<file path="config.mk">
export PLATFORM = sky130hd
export DESIGN_NAME = non_invite_client_transaction_fsm_top
export DESIGN_NICKNAME = d
export VERILOG_FILES = /design/src/sv/nictf_pkg.sv /design/src/sv/non_invite_client_transaction_fsm_top.sv /design/src/sv/nictf_cfg.sv /design/src/sv/nictf_fsm.sv
export SDC_FILE = /design/constraint.sdc
export NUM_CORES = 1
export LEC_CHECK = 0
export BUFFER_PORTS_ARGS = -buffer_cell sky130_fd_sc_hd__buf_4
export CAP_MARGIN = 20
export CORE_ASPECT_RATIO = 2
export CORE_MARGIN = 2
export CORE_UTILIZATION = 62
export CTS_CLUSTER_DIAMETER = 30
export DETAILED_ROUTE_END_ITERATION = 10
export HOLD_SLACK_MARGIN = 0.03
export MAX_ROUTING_LAYER = met4
export PLACE_DENSITY_LB_ADDON = 0.15
export SYNTH_ARGS = -nofsm -noshare
export SYNTH_HDL_FRONTEND = slang
export SYNTH_HIERARCHICAL = 1
export SYNTH_SLANG_ARGS = --single-unit
</file>
<file path="constraint.sdc">
create_clock -name clk_i -period 3.2 [get_ports clk_i]
set_clock_uncertainty 0.15 [all_clocks]
set_input_delay 0.16 -clock clk_i [delete_from_list [all_inputs] [get_ports clk_i]]
set_output_delay 0.16 -clock clk_i [all_outputs]
set_load 0.01 [all_outputs]
</file>
<file path="src/sv/nictf_pkg.sv">
// ----------------------------------------------------------------------------
// nictf_pkg
// Types and codes shared by the non-INVITE client transaction block.
// ----------------------------------------------------------------------------
`timescale 1ns / 1ps

package nictf_pkg;

  // Event kinds carried by an input item.
  typedef enum logic [1:0] {
    OP_USER_REQ = 2'd0,
    OP_PEER_MSG = 2'd1,
    OP_TICK     = 2'd2,
    OP_TX_FAIL  = 2'd3
  } op_e;

  // Configuration register indexes.
  typedef enum logic [2:0] {
    CFG_USE_UDP = 3'd0,
    CFG_T1      = 3'd1,
    CFG_T2      = 3'd2,
    CFG_TIMEOUT = 3'd3,
    CFG_LINGER  = 3'd4
  } cfg_idx_e;

  // Transaction state codes as shown in state_now.
  localparam logic [2:0] STATE_NONE       = 3'd0;
  localparam logic [2:0] STATE_TRYING     = 3'd1;
  localparam logic [2:0] STATE_PROCEEDING = 3'd2;
  localparam logic [2:0] STATE_COMPLETED  = 3'd3;
  localparam logic [2:0] STATE_TERMINATED = 3'd4;

  // Notification kinds.
  localparam logic [1:0] KIND_RESPONSE = 2'd0;
  localparam logic [1:0] KIND_TIMEOUT  = 2'd1;
  localparam logic [1:0] KIND_TXFAIL   = 2'd2;

  // Provisional response code range.
  localparam logic [9:0] RSP_PROV_LO  = 10'd100;
  localparam logic [9:0] RSP_FINAL_LO = 10'd200;

  localparam int unsigned CFG_DATA_W = 16;

  // Configuration register bank contents.
  typedef struct packed {
    logic        use_udp;
    logic [15:0] t1_ticks;
    logic [15:0] t2_ticks;
    logic [15:0] timeout_ticks;
    logic [15:0] linger_ticks;
  } cfg_t;

  // One input item.
  typedef struct packed {
    logic [1:0] op;
    logic       is_request;
    logic [9:0] rsp_code;
    logic       tx_ok;
  } in_item_t;

  // One result item.
  typedef struct packed {
    logic       send_request;
    logic       notify_tu;
    logic [1:0] notify_kind;
    logic [2:0] state_now;
    logic       status;
  } out_item_t;

endpackage

</file>
<file path="src/sv/non_invite_client_transaction_fsm_top.sv">
// ----------------------------------------------------------------------------
// non_invite_client_transaction_fsm_top
// Client side of a non-INVITE request transaction with internal timers.
// ----------------------------------------------------------------------------
// Each accepted item (user request, peer message, tick or transport failure)
// gives exactly one result item. An accepted item is first held in the input
// register. The state machine then works on it and loads its result into the
// output register once that register is free or drains; the result is offered
// there until it is taken. One item can be taken every cycle while results
// drain. While a result is stalled, the input register can still take one more
// item, and after that the input side waits until the result is taken. Timers
// E, F and K count tick items, not clock cycles. Configuration writes take
// effect on the next item processed.
`timescale 1ns / 1ps

module non_invite_client_transaction_fsm_top (
  input  logic                                clk_i,
  input  logic                                rst_ni,
  input  logic                                cfg_we_i,
  input  logic [2:0]                          cfg_idx_i,
  input  logic [nictf_pkg::CFG_DATA_W-1:0]    cfg_wdata_i,
  input  logic                                in_valid_i,
  output logic                                in_ready_o,
  input  nictf_pkg::in_item_t                 in_item_i,
  output logic                                out_valid_o,
  input  logic                                out_ready_i,
  output nictf_pkg::out_item_t                out_item_o
);
  import nictf_pkg::*;

  cfg_t     cfg;
  logic     in_valid_q;
  in_item_t in_item_q;
  logic     fsm_ready;

  nictf_cfg u_cfg (
    .clk_i       (clk_i),
    .rst_ni      (rst_ni),
    .cfg_we_i    (cfg_we_i),
    .cfg_idx_i   (cfg_idx_i),
    .cfg_wdata_i (cfg_wdata_i),
    .cfg_o       (cfg)
  );

  // Input register: refills whenever its item moves on or it is empty.
  assign in_ready_o = !in_valid_q || fsm_ready;

  always_ff @(posedge clk_i or negedge rst_ni) begin
    if (!rst_ni) begin
      in_valid_q <= 1'b0;
    end else if (in_ready_o) begin
      in_valid_q <= in_valid_i;
    end
  end

  always_ff @(posedge clk_i) begin
    if (in_valid_i && in_ready_o) begin
      in_item_q <= in_item_i;
    end
  end

  nictf_fsm u_fsm (
    .clk_i        (clk_i),
    .rst_ni       (rst_ni),
    .cfg_i        (cfg),
    .item_valid_i (in_valid_q),
    .item_i       (in_item_q),
    .item_ready_o (fsm_ready),
    .out_valid_o  (out_valid_o),
    .out_ready_i  (out_ready_i),
    .out_item_o   (out_item_o)
  );

endmodule

</file>
<file path="src/sv/nictf_cfg.sv">
// ----------------------------------------------------------------------------
// nictf_cfg
// Configuration register bank with plain indexed writes.
// ----------------------------------------------------------------------------
`timescale 1ns / 1ps

module nictf_cfg (
  input  logic                                clk_i,
  input  logic                                rst_ni,
  input  logic                                cfg_we_i,
  input  logic [2:0]                          cfg_idx_i,
  input  logic [nictf_pkg::CFG_DATA_W-1:0]    cfg_wdata_i,
  output nictf_pkg::cfg_t                     cfg_o
);
  import nictf_pkg::*;

  cfg_t cfg_q;

  // Registers come out of reset with their documented defaults.
  always_ff @(posedge clk_i or negedge rst_ni) begin
    if (!rst_ni) begin
      cfg_q.use_udp       <= 1'b1;
      cfg_q.t1_ticks      <= 16'd500;
      cfg_q.t2_ticks      <= 16'd4000;
      cfg_q.timeout_ticks <= 16'd32000;
      cfg_q.linger_ticks  <= 16'd5000;
    end else if (cfg_we_i) begin
      unique case (cfg_idx_e'(cfg_idx_i))
        CFG_USE_UDP: cfg_q.use_udp       <= cfg_wdata_i[0];
        CFG_T1:      cfg_q.t1_ticks      <= cfg_wdata_i;
        CFG_T2:      cfg_q.t2_ticks      <= cfg_wdata_i;
        CFG_TIMEOUT: cfg_q.timeout_ticks <= cfg_wdata_i;
        CFG_LINGER:  cfg_q.linger_ticks  <= cfg_wdata_i;
        default: ;
      endcase
    end
  end

  assign cfg_o = cfg_q;

endmodule

</file>
<file path="src/sv/nictf_fsm.sv">
// ----------------------------------------------------------------------------
// nictf_fsm
// Transaction state machine with timers E, F and K and the result register.
// ----------------------------------------------------------------------------
`timescale 1ns / 1ps

module nictf_fsm (
  input  logic                  clk_i,
  input  logic                  rst_ni,
  input  nictf_pkg::cfg_t       cfg_i,
  input  logic                  item_valid_i,
  input  nictf_pkg::in_item_t   item_i,
  output logic                  item_ready_o,
  output logic                  out_valid_o,
  input  logic                  out_ready_i,
  output nictf_pkg::out_item_t  out_item_o
);
  import nictf_pkg::*;

  typedef enum logic [2:0] {
    PH_NONE       = STATE_NONE,
    PH_TRYING     = STATE_TRYING,
    PH_PROCEEDING = STATE_PROCEEDING,
    PH_COMPLETED  = STATE_COMPLETED,
    PH_TERMINATED = STATE_TERMINATED
  } phase_e;

  phase_e      phase_q, phase_d;
  logic [15:0] rt_left_q, rt_left_d;
  logic [15:0] rt_int_q, rt_int_d;
  logic [15:0] to_left_q, to_left_d;
  logic [15:0] lg_left_q, lg_left_d;
  logic        out_valid_q;
  out_item_t   out_item_q, out_item_d;

  logic        fire;
  logic        e_exp, f_exp, k_exp;
  logic [15:0] rt_dec, to_dec, lg_dec;
  logic [16:0] rt_dbl;
  logic [15:0] rt_next_int;
  logic        is_prov;

  // A new item is processed whenever the result register is free or drains.
  assign item_ready_o = !out_valid_q || out_ready_i;
  assign fire         = item_valid_i && item_ready_o;

  // Timer steps: a stopped timer stays at zero, a running one expires at one.
  assign rt_dec = (rt_left_q == '0) ? '0 : rt_left_q - 16'd1;
  assign to_dec = (to_left_q == '0) ? '0 : to_left_q - 16'd1;
  assign lg_dec = (lg_left_q == '0) ? '0 : lg_left_q - 16'd1;
  assign e_exp  = (rt_left_q == 16'd1);
  assign f_exp  = (to_left_q == 16'd1);
  assign k_exp  = (lg_left_q == 16'd1);

  // Doubled retransmit interval, capped at T2.
  assign rt_dbl      = {rt_int_q, 1'b0};
  assign rt_next_int = (rt_dbl < {1'b0, cfg_i.t2_ticks}) ? rt_dbl[15:0] : cfg_i.t2_ticks;

  assign is_prov = (item_i.rsp_code >= RSP_PROV_LO) && (item_i.rsp_code < RSP_FINAL_LO);

  // Next state and result for the item in the input register.
  always_comb begin
    phase_d   = phase_q;
    rt_left_d = rt_left_q;
    rt_int_d  = rt_int_q;
    to_left_d = to_left_q;
    lg_left_d = lg_left_q;
    out_item_d              = '0;
    out_item_d.notify_kind  = KIND_RESPONSE;

    unique case (phase_q)
      PH_NONE: begin
        if (op_e'(item_i.op) == OP_USER_REQ && item_i.is_request) begin
          out_item_d.send_request = 1'b1;
          to_left_d = cfg_i.timeout_ticks;
          if (cfg_i.use_udp) begin
            rt_int_d  = cfg_i.t1_ticks;
            rt_left_d = cfg_i.t1_ticks;
          end
          phase_d = PH_TRYING;
        end else begin
          out_item_d.status = 1'b1;
        end
      end
      PH_TRYING, PH_PROCEEDING: begin
        if (op_e'(item_i.op) == OP_PEER_MSG && !item_i.is_request) begin
          // A response is always passed up.
          out_item_d.notify_tu = 1'b1;
          if (is_prov) begin
            phase_d = PH_PROCEEDING;
          end else begin
            rt_left_d = '0;
            to_left_d = '0;
            if (cfg_i.use_udp) begin
              lg_left_d = cfg_i.linger_ticks;
              phase_d   = PH_COMPLETED;
            end else begin
              lg_left_d = '0;
              phase_d   = PH_TERMINATED;
            end
          end
        end else if (op_e'(item_i.op) == OP_TICK) begin
          rt_left_d = rt_dec;
          to_left_d = to_dec;
          // Timeout takes priority over a retransmission on the same tick.
          if (f_exp) begin
            rt_left_d = '0;
            to_left_d = '0;
            lg_left_d = '0;
            out_item_d.notify_tu   = 1'b1;
            out_item_d.notify_kind = KIND_TIMEOUT;
            phase_d = PH_TERMINATED;
          end else if (e_exp) begin
            out_item_d.send_request = 1'b1;
            if (!item_i.tx_ok) begin
              rt_left_d = '0;
              to_left_d = '0;
              lg_left_d = '0;
              out_item_d.notify_tu   = 1'b1;
              out_item_d.notify_kind = KIND_TXFAIL;
              phase_d = PH_TERMINATED;
            end else if (cfg_i.use_udp) begin
              if (phase_q == PH_TRYING) begin
                rt_int_d  = rt_next_int;
                rt_left_d = rt_next_int;
              end else begin
                rt_int_d  = cfg_i.t2_ticks;
                rt_left_d = cfg_i.t2_ticks;
              end
            end
          end
        end
      end
      PH_COMPLETED: begin
        if (op_e'(item_i.op) == OP_TICK) begin
          lg_left_d = lg_dec;
          if (k_exp) begin
            rt_left_d = '0;
            to_left_d = '0;
            phase_d   = PH_TERMINATED;
          end
        end
      end
      default: begin
        // Terminated, and codes that are never reached.
        out_item_d.status = 1'b1;
      end
    endcase

    out_item_d.state_now = phase_d;
  end

  // State, timers and the result register.
  always_ff @(posedge clk_i or negedge rst_ni) begin
    if (!rst_ni) begin
      phase_q     <= PH_NONE;
      rt_left_q   <= '0;
      rt_int_q    <= '0;
      to_left_q   <= '0;
      lg_left_q   <= '0;
      out_valid_q <= 1'b0;
    end else begin
      if (fire) begin
        phase_q     <= phase_d;
        rt_left_q   <= rt_left_d;
        rt_int_q    <= rt_int_d;
        to_left_q   <= to_left_d;
        lg_left_q   <= lg_left_d;
        out_valid_q <= 1'b1;
      end else if (out_ready_i) begin
        out_valid_q <= 1'b0;
      end
    end
  end

  // Result payload needs no reset.
  always_ff @(posedge clk_i) begin
    if (fire) begin
      out_item_q <= out_item_d;
    end
  end

  assign out_valid_o = out_valid_q;
  assign out_item_o  = out_item_q;

endmodule

</file>
# Yosys cells after proc, flatten, opt, wreduce, memory -nomap -nowiden

Index checks and enable logic that the tools add are counted.

Logic and storage cells: 154
Input bits: 38
Output and inout port bits: 10
Register bits after elaboration: 156

Add/subtract/negate cells: 3
$lt $le $gt $ge: 3
Reductions and logical operators: 33
Eq/ne operators: 26
Multiplexer cells: 64
Bitwise operators: 3

Operators with widths:

| cell                    | count |
|---|---|
| $mux W16                | 36 |
| $pmux W16 S3            | 2 |
| $pmux W16 S2            | 2 |
| $eq A16 B1 Y1 const B   | 3 |
| $logic_not A16 Y1       | 3 |
| $sub A16 B1 Y16 const B | 3 |
| $mux W3                 | 12 |
| $lt A17 B16 Y1          | 1 |
| $reduce_and A7 Y1       | 2 |
| $eq A3 B2 Y1 const B    | 4 |
| $ge A10 B7 Y1 const B   | 1 |
| $lt A10 B8 Y1 const B   | 1 |
| $ne A2 B1 Y1 const B    | 5 |
| $ne A2 B2 Y1 const B    | 5 |
| $reduce_and A10 Y1      | 1 |
| $reduce_and A2 Y1       | 5 |
| $pmux W3 S3             | 1 |
| $mux W4                 | 2 |
| $reduce_and A8 Y1       | 1 |
| $mux W1                 | 7 |
| $eq A3 B1 Y1 const B    | 2 |
| $logic_not A3 Y1        | 2 |
| $reduce_bool A2 Y1      | 3 |
| $reduce_or A3 Y1        | 2 |
| 16 further kinds        | 26 |

# Longest topological paths before layout

Gate-level depths: netlist of run 1.

Depth after elaboration: 10
Gate-level depth with buffers: 11
Gate-level depth less buffers: 9

# Hierarchy

Netlist of run 1, hierarchy kept.

By module, submodules not included:

| module                                | instances | cells an instance | seq. area each (µm²) | area an instance (µm²) |
|---|---|---|---|---|
| nictf_fsm                             | 1         | 660               | 1941.9               | 5441.5 |
| nictf_cfg                             | 1         | 142               | 1656.6               | 2662.6 |
| non_invite_client_transaction_fsm_top | 1         | 18                | 445.4                | 474.2 |

# Worst setup path before layout of run 1

No wires, ideal clock.

Path kind: reg-to-reg
Start point: reg u_cfg.cfg_q, in the netlist u_cfg/cfg_o[42]
End point: reg u_fsm.rt_left_q[6]
Library setup time: 0.134 ns
Data required time: 2.916 ns
Arrival: 2.599 ns
Setup slack: 0.317 ns
Clock period less this slack: 2.883 ns
Buffers on the path: 1
Stages on the path, launching flop included: 11
Path through: dfstp_2 -> inv_1 -> ha_1 -> and3_1 -> a221o_1 -> a21oi_1 -> nand3_1 -> clkbuf_1 -> mux2_2 -> a221oi_1 -> o31ai_1

Longest elaborated chain between the ends: 10

Ends and longest elaborated chain:

| item                 | RTL line         | RTL |
|---|---|---|
| start, declared      | nictf_cfg.sv:17  | `cfg_t cfg_q;` |
| $lt A17 B16 Y1       | nictf_fsm.sv:57  | `assign rt_next_int = (rt_dbl < {1'b0, cfg_i.t2_ticks}) ? rt_dbl[15:0] : cfg_i.t2_ticks;` |
| $mux W16             | nictf_fsm.sv:57  |  |
| $mux W16             | nictf_fsm.sv:123 | `if (phase_q == PH_TRYING) begin` |
| $mux W16             | nictf_fsm.sv:122 | `end else if (cfg_i.use_udp) begin` |
| $mux W16             | nictf_fsm.sv:115 | `if (!item_i.tx_ok) begin` |
| $mux W16             | nictf_fsm.sv:113 | `end else if (e_exp) begin` |
| $mux W16             | nictf_fsm.sv:106 | `if (f_exp) begin` |
| $mux W16             | nictf_fsm.sv:102 | `end else if (op_e'(item_i.op) == OP_TICK) begin` |
| $mux W16             | nictf_fsm.sv:86  | `if (op_e'(item_i.op) == OP_PEER_MSG && !item_i.is_request) begin` |
| $pmux W16 S3         | nictf_fsm.sv:71  | `unique case (phase_q)` |
| end signal, assigned | nictf_fsm.sv:165 | `rt_left_q <= rt_left_d;` |
| end, declared        | nictf_fsm.sv:29  | `logic [15:0] rt_left_q, rt_left_d;` |

Every way passes these cells. The select of a mux whose other input is x is not followed.
A chain may end at the register's enable or synchronous reset.

# Final worst setup path of run 1

Start point: reg u_fsm.rt_left_q[3]
End point: reg u_fsm.rt_int_q[8]

Longest elaborated chain between the ends: 3

Ends and longest elaborated chain:

| item                         | RTL line         | RTL |
|---|---|---|
| $eq A16 B1 Y1                | nictf_fsm.sv:51  | `assign e_exp = (rt_left_q == 16'd1);` |
| $ne A2 B1 Y1 (no line)       | -                |  |
| $reduce_and A10 Y1 (no line) | -                |  |
| end signal, assigned         | nictf_fsm.sv:166 | `rt_int_q <= rt_int_d;` |
| end, declared                | nictf_fsm.sv:30  | `logic [15:0] rt_int_q, rt_int_d;` |

Every way passes these cells.

==> results.cfg, run 1 <==
[status]
run_status = complete, no violations

[sta]
setup-violations-final = 0
finalCriticalPeriod_ns = 3.095
finalSetupTns_ns = 0
timing.final.crit_share_pct = 96.73
slew_viol_final = 0
final_hold_viol_count = 0
worst_slew_pin_slew_ns = 1.066
rsz0062_at_grt = false
slew-limit-headroom_pct = 28.68
max_clock_freq_ghz = 0.3231

[route]
via_count = 7081
detail_route.vias_per_cell = 6.605
route.detailed.drc = 0
drtAntennaViolNets = 0
routedWlPerCell_um = 21.53
drtIter0Drc = 535
drt_pass1_iterations = 5
postRouteWirelength_um = 23090

[grt]
globalRoute.totalOverflow = 0
number_of_global_route_vias_before_repair = 7220
grt.total_usage_pct = 33.80
antenna_found_initial = 0
wire_length_of_the_first_global_routing_pass_um = 37090
grt_max_degree = 80

[critical_path]
cp_max_fo = 6
r2r_cells = 7
crit-reg2reg-capture = u_fsm/rt_int_q[8]$_DFFE_PN0P_
timing.setup.critical_path_class = reg -> reg
reg2reg_setup_slack_ns = 0.10
cp.required_ns = 3.41
max_stage_delay_ns = 0.60
cp_data_arrival_time_ns = 3.31
timing.critical_path.to_type = flip-flop
path_cells = or4_1, or4_4, nor3_4, nand3_1, a221o_1, a211oi_1, a21o_1
worstSetupStartpointType = flip-flop
critical_path.reg2reg.startpoint = u_fsm/rt_left_q[3]$_DFFE_PN0P_
crit_slowest_cell = sky130_fd_sc_hd__or4_1

[min_path]
hold_path_end = u_cfg/cfg_o[64]$_DFFE_PN1P_
worstHoldStart = cfg_we_i
min_delay_path_depth = 3
timing.hold.worst.class = in -> reg

[floorplanning]
initial_core_util_pct = 63.39
num_io_pins = 48
die_h_um = 169.8
die-area_um2 = 14750
core_area_um2 = 13440
rows = 60
die_width_um = 86.88

[clock_network]
cts_htree_levels = 4
clkSinkCount = 154
cts_inserted_buffers = 17
clock_insertion_delay_worst_skew_ns = 0.42
root_buffer = sky130_fd_sc_hd__clkbuf_16
cts_tree = yes
clk_path_buf_depth = 2
clkTransAtPathRegs_ns = 0.07

[placement]
gp_weighted_congestion = 0.9266
place.detailed.hpwl_um = 16300
buffer_ports.inserted = 45

[power_and_ir_drop]
ir_worst_vdd_mv = 0.5919
powerDensity_nw_per_um2 = 833.1
total_leakage_power_nw = 4.268
design_power_total_mw = 8.315

[final_layout]
area_delta_synth_final_pct = 17.17
drive_gt1_share_pct = 24.32
diodes = 0
final_net_count = 965

[logic_synthesis]
synth.net_count = 879
syn-instance-count = 818
yosys_warning_count = 6
avgSynthCellArea_um2 = 10.41
netlist_area_um2 = 8518

[flow_run]
maxcap_viol_count = 0
## metal layers
metal	wire length, um	GRT usage, %	up-vias
li1	-	-	3175
met1	8270	36.20	3458
met2	12140	57.02	336
met3	1136	5.788	112
met4	1535	20.38	0
met5	0	-	-
## state kept, by name, summed over array words and instances (netlist names), 3 cells and up
register / flops
u_fsm/rt_left_q: 16
u_fsm/rt_int_q: 16
u_fsm/out_item_o: 8
in_item_q: 12
u_fsm/phase_q: 3
u_fsm/lg_left_q: 16
u_cfg/cfg_o: 65
u_fsm/to_left_q: 16
## area by class of cell
type | instances | area [um^2]
Timing Repair Buffer | 109 | 909.6
Inverter | 36 | 135.1
Clock buffer | 20 | 436.7
Sequential cell | 154 | 3984
Tap cell | 155 | 193.9
Fill cell | 905 | 3457
Clock inverter | 12 | 151.4
Multi-Input combinational cell | 586 | 4170
## worst max path at each step
stage | start | end | slack [ns] | cells after the start
final | u_fsm/rt_left_q[3]$_DFFE_PN0P_ | u_fsm/rt_int_q[8]$_DFFE_PN0P_ | 0.10 | 7
after global routing | u_fsm/rt_left_q[3]$_DFFE_PN0P_ | u_fsm/out_item_o[2]$_DFFE_PP_ | 0.03 | 8
after CTS | u_cfg/cfg_o[43]$_DFFE_PN1P_ | u_fsm/rt_int_q[8]$_DFFE_PN0P_ | 0.12 | 10
after detailed placement | u_fsm/to_left_q[11]$_DFFE_PN0P_ | u_fsm/lg_left_q[6]$_DFFE_PN0P_ | 0.17 | 8
after global placement | u_fsm/rt_left_q[3]$_DFFE_PN0P_ | u_fsm/rt_int_q[8]$_DFFE_PN0P_ | 0.24 | 7
after floorplan | u_cfg/cfg_o[42]$_DFFE_PN1P_ | u_fsm/rt_left_q[6]$_DFFE_PN0P_ | 0.32 | 10
## timing repair
action,4_1_cts,5_1_grt
hold buffers,35,0
buffers inserted,0,1
gates resized for setup,0,1
hold endpoints to repair,142,0
endpoints found under the setup margin,0,7
## per-stage QoR
| step | instances | hold slack [ns] | setup WS (ns) | utilization, % | cell area (um^2) |
|---|---|---|---|---|---|
| final | 1072 | 0.1300 | 0.1046 | 74.27 | 9981 |
| after global routing | 1072 | 0.1162 | 0.03496 | 74.27 | 9981 |
| after CTS | 1071 | 0.1084 | 0.1194 | 74.19 | 9970 |
| after detailed placement | 1004 | 0.07838 | 0.1692 | 67.21 | 9031 |
| after global placement | 1004 | 0.07081 | 0.2414 | 67.21 | 9031 |
| after floorplan | 818 | -0.2856 | 0.3166 | - | 8518 |
## critical path: cells and delay by family (launching register included)
family | cells | cell delay [ns]
AOI/OAI and AO/OA | 3 | 0.98
and+or+nand+nor | 4 | 1.46
DFF | 1 | 0.44
## report_power, final
part           internal, mW  leakage, nW  switching, mW
registers              2.55         1.85          0.532
logic                  1.38         2.14           1.83
clock network          1.22        0.284          0.799
total                  5.15         4.27           3.16
## cells in the final DEF (no fill, tap or decap), types with 17 or more instances in the layout
master,count
sky130_fd_sc_hd__a21oi_1,43
sky130_fd_sc_hd__buf_4,73
sky130_fd_sc_hd__clkbuf_16,17
sky130_fd_sc_hd__dfrtp_1,110
sky130_fd_sc_hd__dfstp_2,24
sky130_fd_sc_hd__dlygate4sd3_1,35
sky130_fd_sc_hd__edfxtp_1,20
sky130_fd_sc_hd__ha_1,23
sky130_fd_sc_hd__inv_1,36
sky130_fd_sc_hd__mux2_2,49
sky130_fd_sc_hd__mux2_4,30
sky130_fd_sc_hd__nand2_1,65
sky130_fd_sc_hd__nor2_1,61
sky130_fd_sc_hd__nor3_1,25
sky130_fd_sc_hd__o21ai_0,60
(Power assumes the default switching activity.)
==> run 2: changes to the inputs <==
- CORE_ASPECT_RATIO: 2 -> unset
==> run 2 against run 1 <==
  * Sequential power about the same
  * Power up 0.93%
  * Via count down 1.5%
  * Register-to-register slack better by 0.03 ns
  * Sequential cell count unchanged
  * Sequential share of layout area down 0.29 points
  * Clock-buffer cell count up 2
  * Final area up 0.73%
  * First-iteration DRC count up 29%
  * Combinational power about the same
  * Utilization up 1.0 points
==> results.cfg, run 2 (synthesis gave the netlist of run 1 again) <==
[sta]
worst_slew_pin_slew_ns = 0.9892
finalCriticalPeriod_ns = 3.068
setup-violations-final = 0
slew-limit-headroom_pct = 34.06
finalSetupTns_ns = 0
slew_viol_final = 0
max_clock_freq_ghz = 0.3259
final_hold_viol_count = 0
rsz0062_at_grt = false
hold_ws_ns = 0.1253
timing.final.crit_share_pct = 95.89

[floorplanning]
die_h_um = 121.2
num_io_pins = 48
initial_core_util_pct = 63.82
core_area_um2 = 13350
die_width_um = 121.2
die-area_um2 = 14690
rows = 42

[grt]
grt.total_usage_pct = 33.57
number_of_global_route_vias_before_repair = 6944
wire_length_of_the_first_global_routing_pass_um = 36720
globalRoute.totalOverflow = 0
grt_max_degree = 64
antenna_found_initial = 0

[clock_network]
root_buffer = sky130_fd_sc_hd__clkbuf_16
cts_inserted_buffers = 17
clkTransAtPathRegs_ns = 0.06
clock_insertion_delay_worst_skew_ns = 0.43
clk_path_buf_depth = 2
cts_tree = yes
postCtsSetupBuffers = 0
clkSinkCount = 154
cts_htree_levels = 4

[route]
drtIter0Drc = 688
drt_pass1_iterations = 5
postRouteWirelength_um = 23000
via_count = 6974
detail_route.vias_per_cell = 6.381
drtAntennaViolNets = 0
routedWlPerCell_um = 21.04
route.detailed.drc = 0

[critical_path]
cp_max_fo = 32
worstSetupStartpointType = flip-flop
cp.required_ns = 3.35
cp_data_arrival_time_ns = 3.22
timing.critical_path.to_type = flip-flop
reg2reg_setup_slack_ns = 0.13
timing.setup.critical_path_class = reg -> reg

[min_path]
timing.hold.worst.class = in -> reg

[placement]
buffer_ports.inserted = 45
place.detailed.hpwl_um = 15440
gp_weighted_congestion = 0.9006

[power_and_ir_drop]
ir_worst_vdd_mv = 0.5363
powerDensity_nw_per_um2 = 834.8
total_leakage_power_nw = 4.300

[final_layout]
layout_common_cells = sky130_fd_sc_hd__dfrtp_1 (110), sky130_fd_sc_hd__buf_4 (72), sky130_fd_sc_hd__nand2_1 (65)
final_net_count = 965
final_common_cell = sky130_fd_sc_hd__dfrtp_1
area_delta_synth_final_pct = 18.02
diodes = 0
drive_gt1_share_pct = 24.43
largest_reg_flops = 65

[flow_run]
maxcap_viol_count = 0

[status]
run_status = complete, no violations
-- run 2: cell count changes in the layout (fill, tap and decap cells not counted), sizes merged --
cell | before | now
clkinv | 7 | 3
inv | 36 | 39
clkbuf | 20 | 22
clkinvlp | 2 | 1
-- run 2: report_power, final --
group	leakage (nW)	internal, mW	switching, mW
registers	1.85	2.55	0.547
clock network	0.301	1.29	0.820
logic	2.15	1.40	1.78
total	4.30	5.24	3.15
-- run 2: timing repair --
item	in CTS	in global routing
hold endpoints to repair	127	0
hold buffers	35	0
gates resized for setup	0	1
endpoints found under the setup margin	0	5
-- run 2: critical path, cell delays in order, from the launching register on --
cell                       delay (ns)
sky130_fd_sc_hd__dfrtp_1         0.45
sky130_fd_sc_hd__or4_1           0.58
sky130_fd_sc_hd__nor2_1          0.20
sky130_fd_sc_hd__nand4_1         0.29
sky130_fd_sc_hd__and3_1          0.36
sky130_fd_sc_hd__a211o_1         0.37
sky130_fd_sc_hd__buf_12          0.18
sky130_fd_sc_hd__a211oi_1        0.25
sky130_fd_sc_hd__a21oi_1         0.09
-- run 2: metal layers --
metal / GRT usage [%] / share of wire [%]
met1: 42.63 / 41
met2: 55.02 / 50
met3: 5.874 / 7.0
met4: 11.28 / 2.2
met5: - / 0
-- run 2: area by class of cell --
class                      count  area, um^2
sequential                   154        3984
fill                         938        3294
timing repair buffer         109       930.9
multi-input combinational    586        4173
clock buffer                  22       474.2
clock inverter                10       136.4
tap                          176       220.2
inverter                      36       135.1
-- run 2: worst paths after layout --
check | from | end | cells past startpoint
max | u_fsm/to_left_q[12]$_DFFE_PN0P_ | u_fsm/lg_left_q[0]$_DFFE_PN0P_ | 8
min | cfg_we_i | u_cfg/cfg_o[64]$_DFFE_PN1P_ | 3
max reg2reg | u_fsm/to_left_q[12]$_DFFE_PN0P_ | u_fsm/lg_left_q[0]$_DFFE_PN0P_ | 8
min reg2reg | u_fsm/lg_left_q[15]$_DFFE_PN0P_ | u_fsm/lg_left_q[15]$_DFFE_PN0P_ | 2
max in group asynchronous | rst_ni | u_cfg/cfg_o[56]$_DFFE_PN1P_ | 3
min in group asynchronous | rst_ni | u_fsm/rt_left_q[4]$_DFFE_PN0P_ | 2
-- run 2: stage by stage --
step           cell area, um^2  power [mW]  util [%]  worst slack (ns)  instances
5_1_grt                  10050       8.878     75.32           0.06622       1093
4_1_cts                  10040       8.298     75.22            0.1942       1092
2_1_floorplan             8518       5.154         -            0.3166        818
3_5_place_dp              9079       6.145     68.02            0.2346       1025
6_report                 10050       8.392     75.32            0.1316       1093
3_3_place_gp              9079       6.001     68.02            0.2713       1025
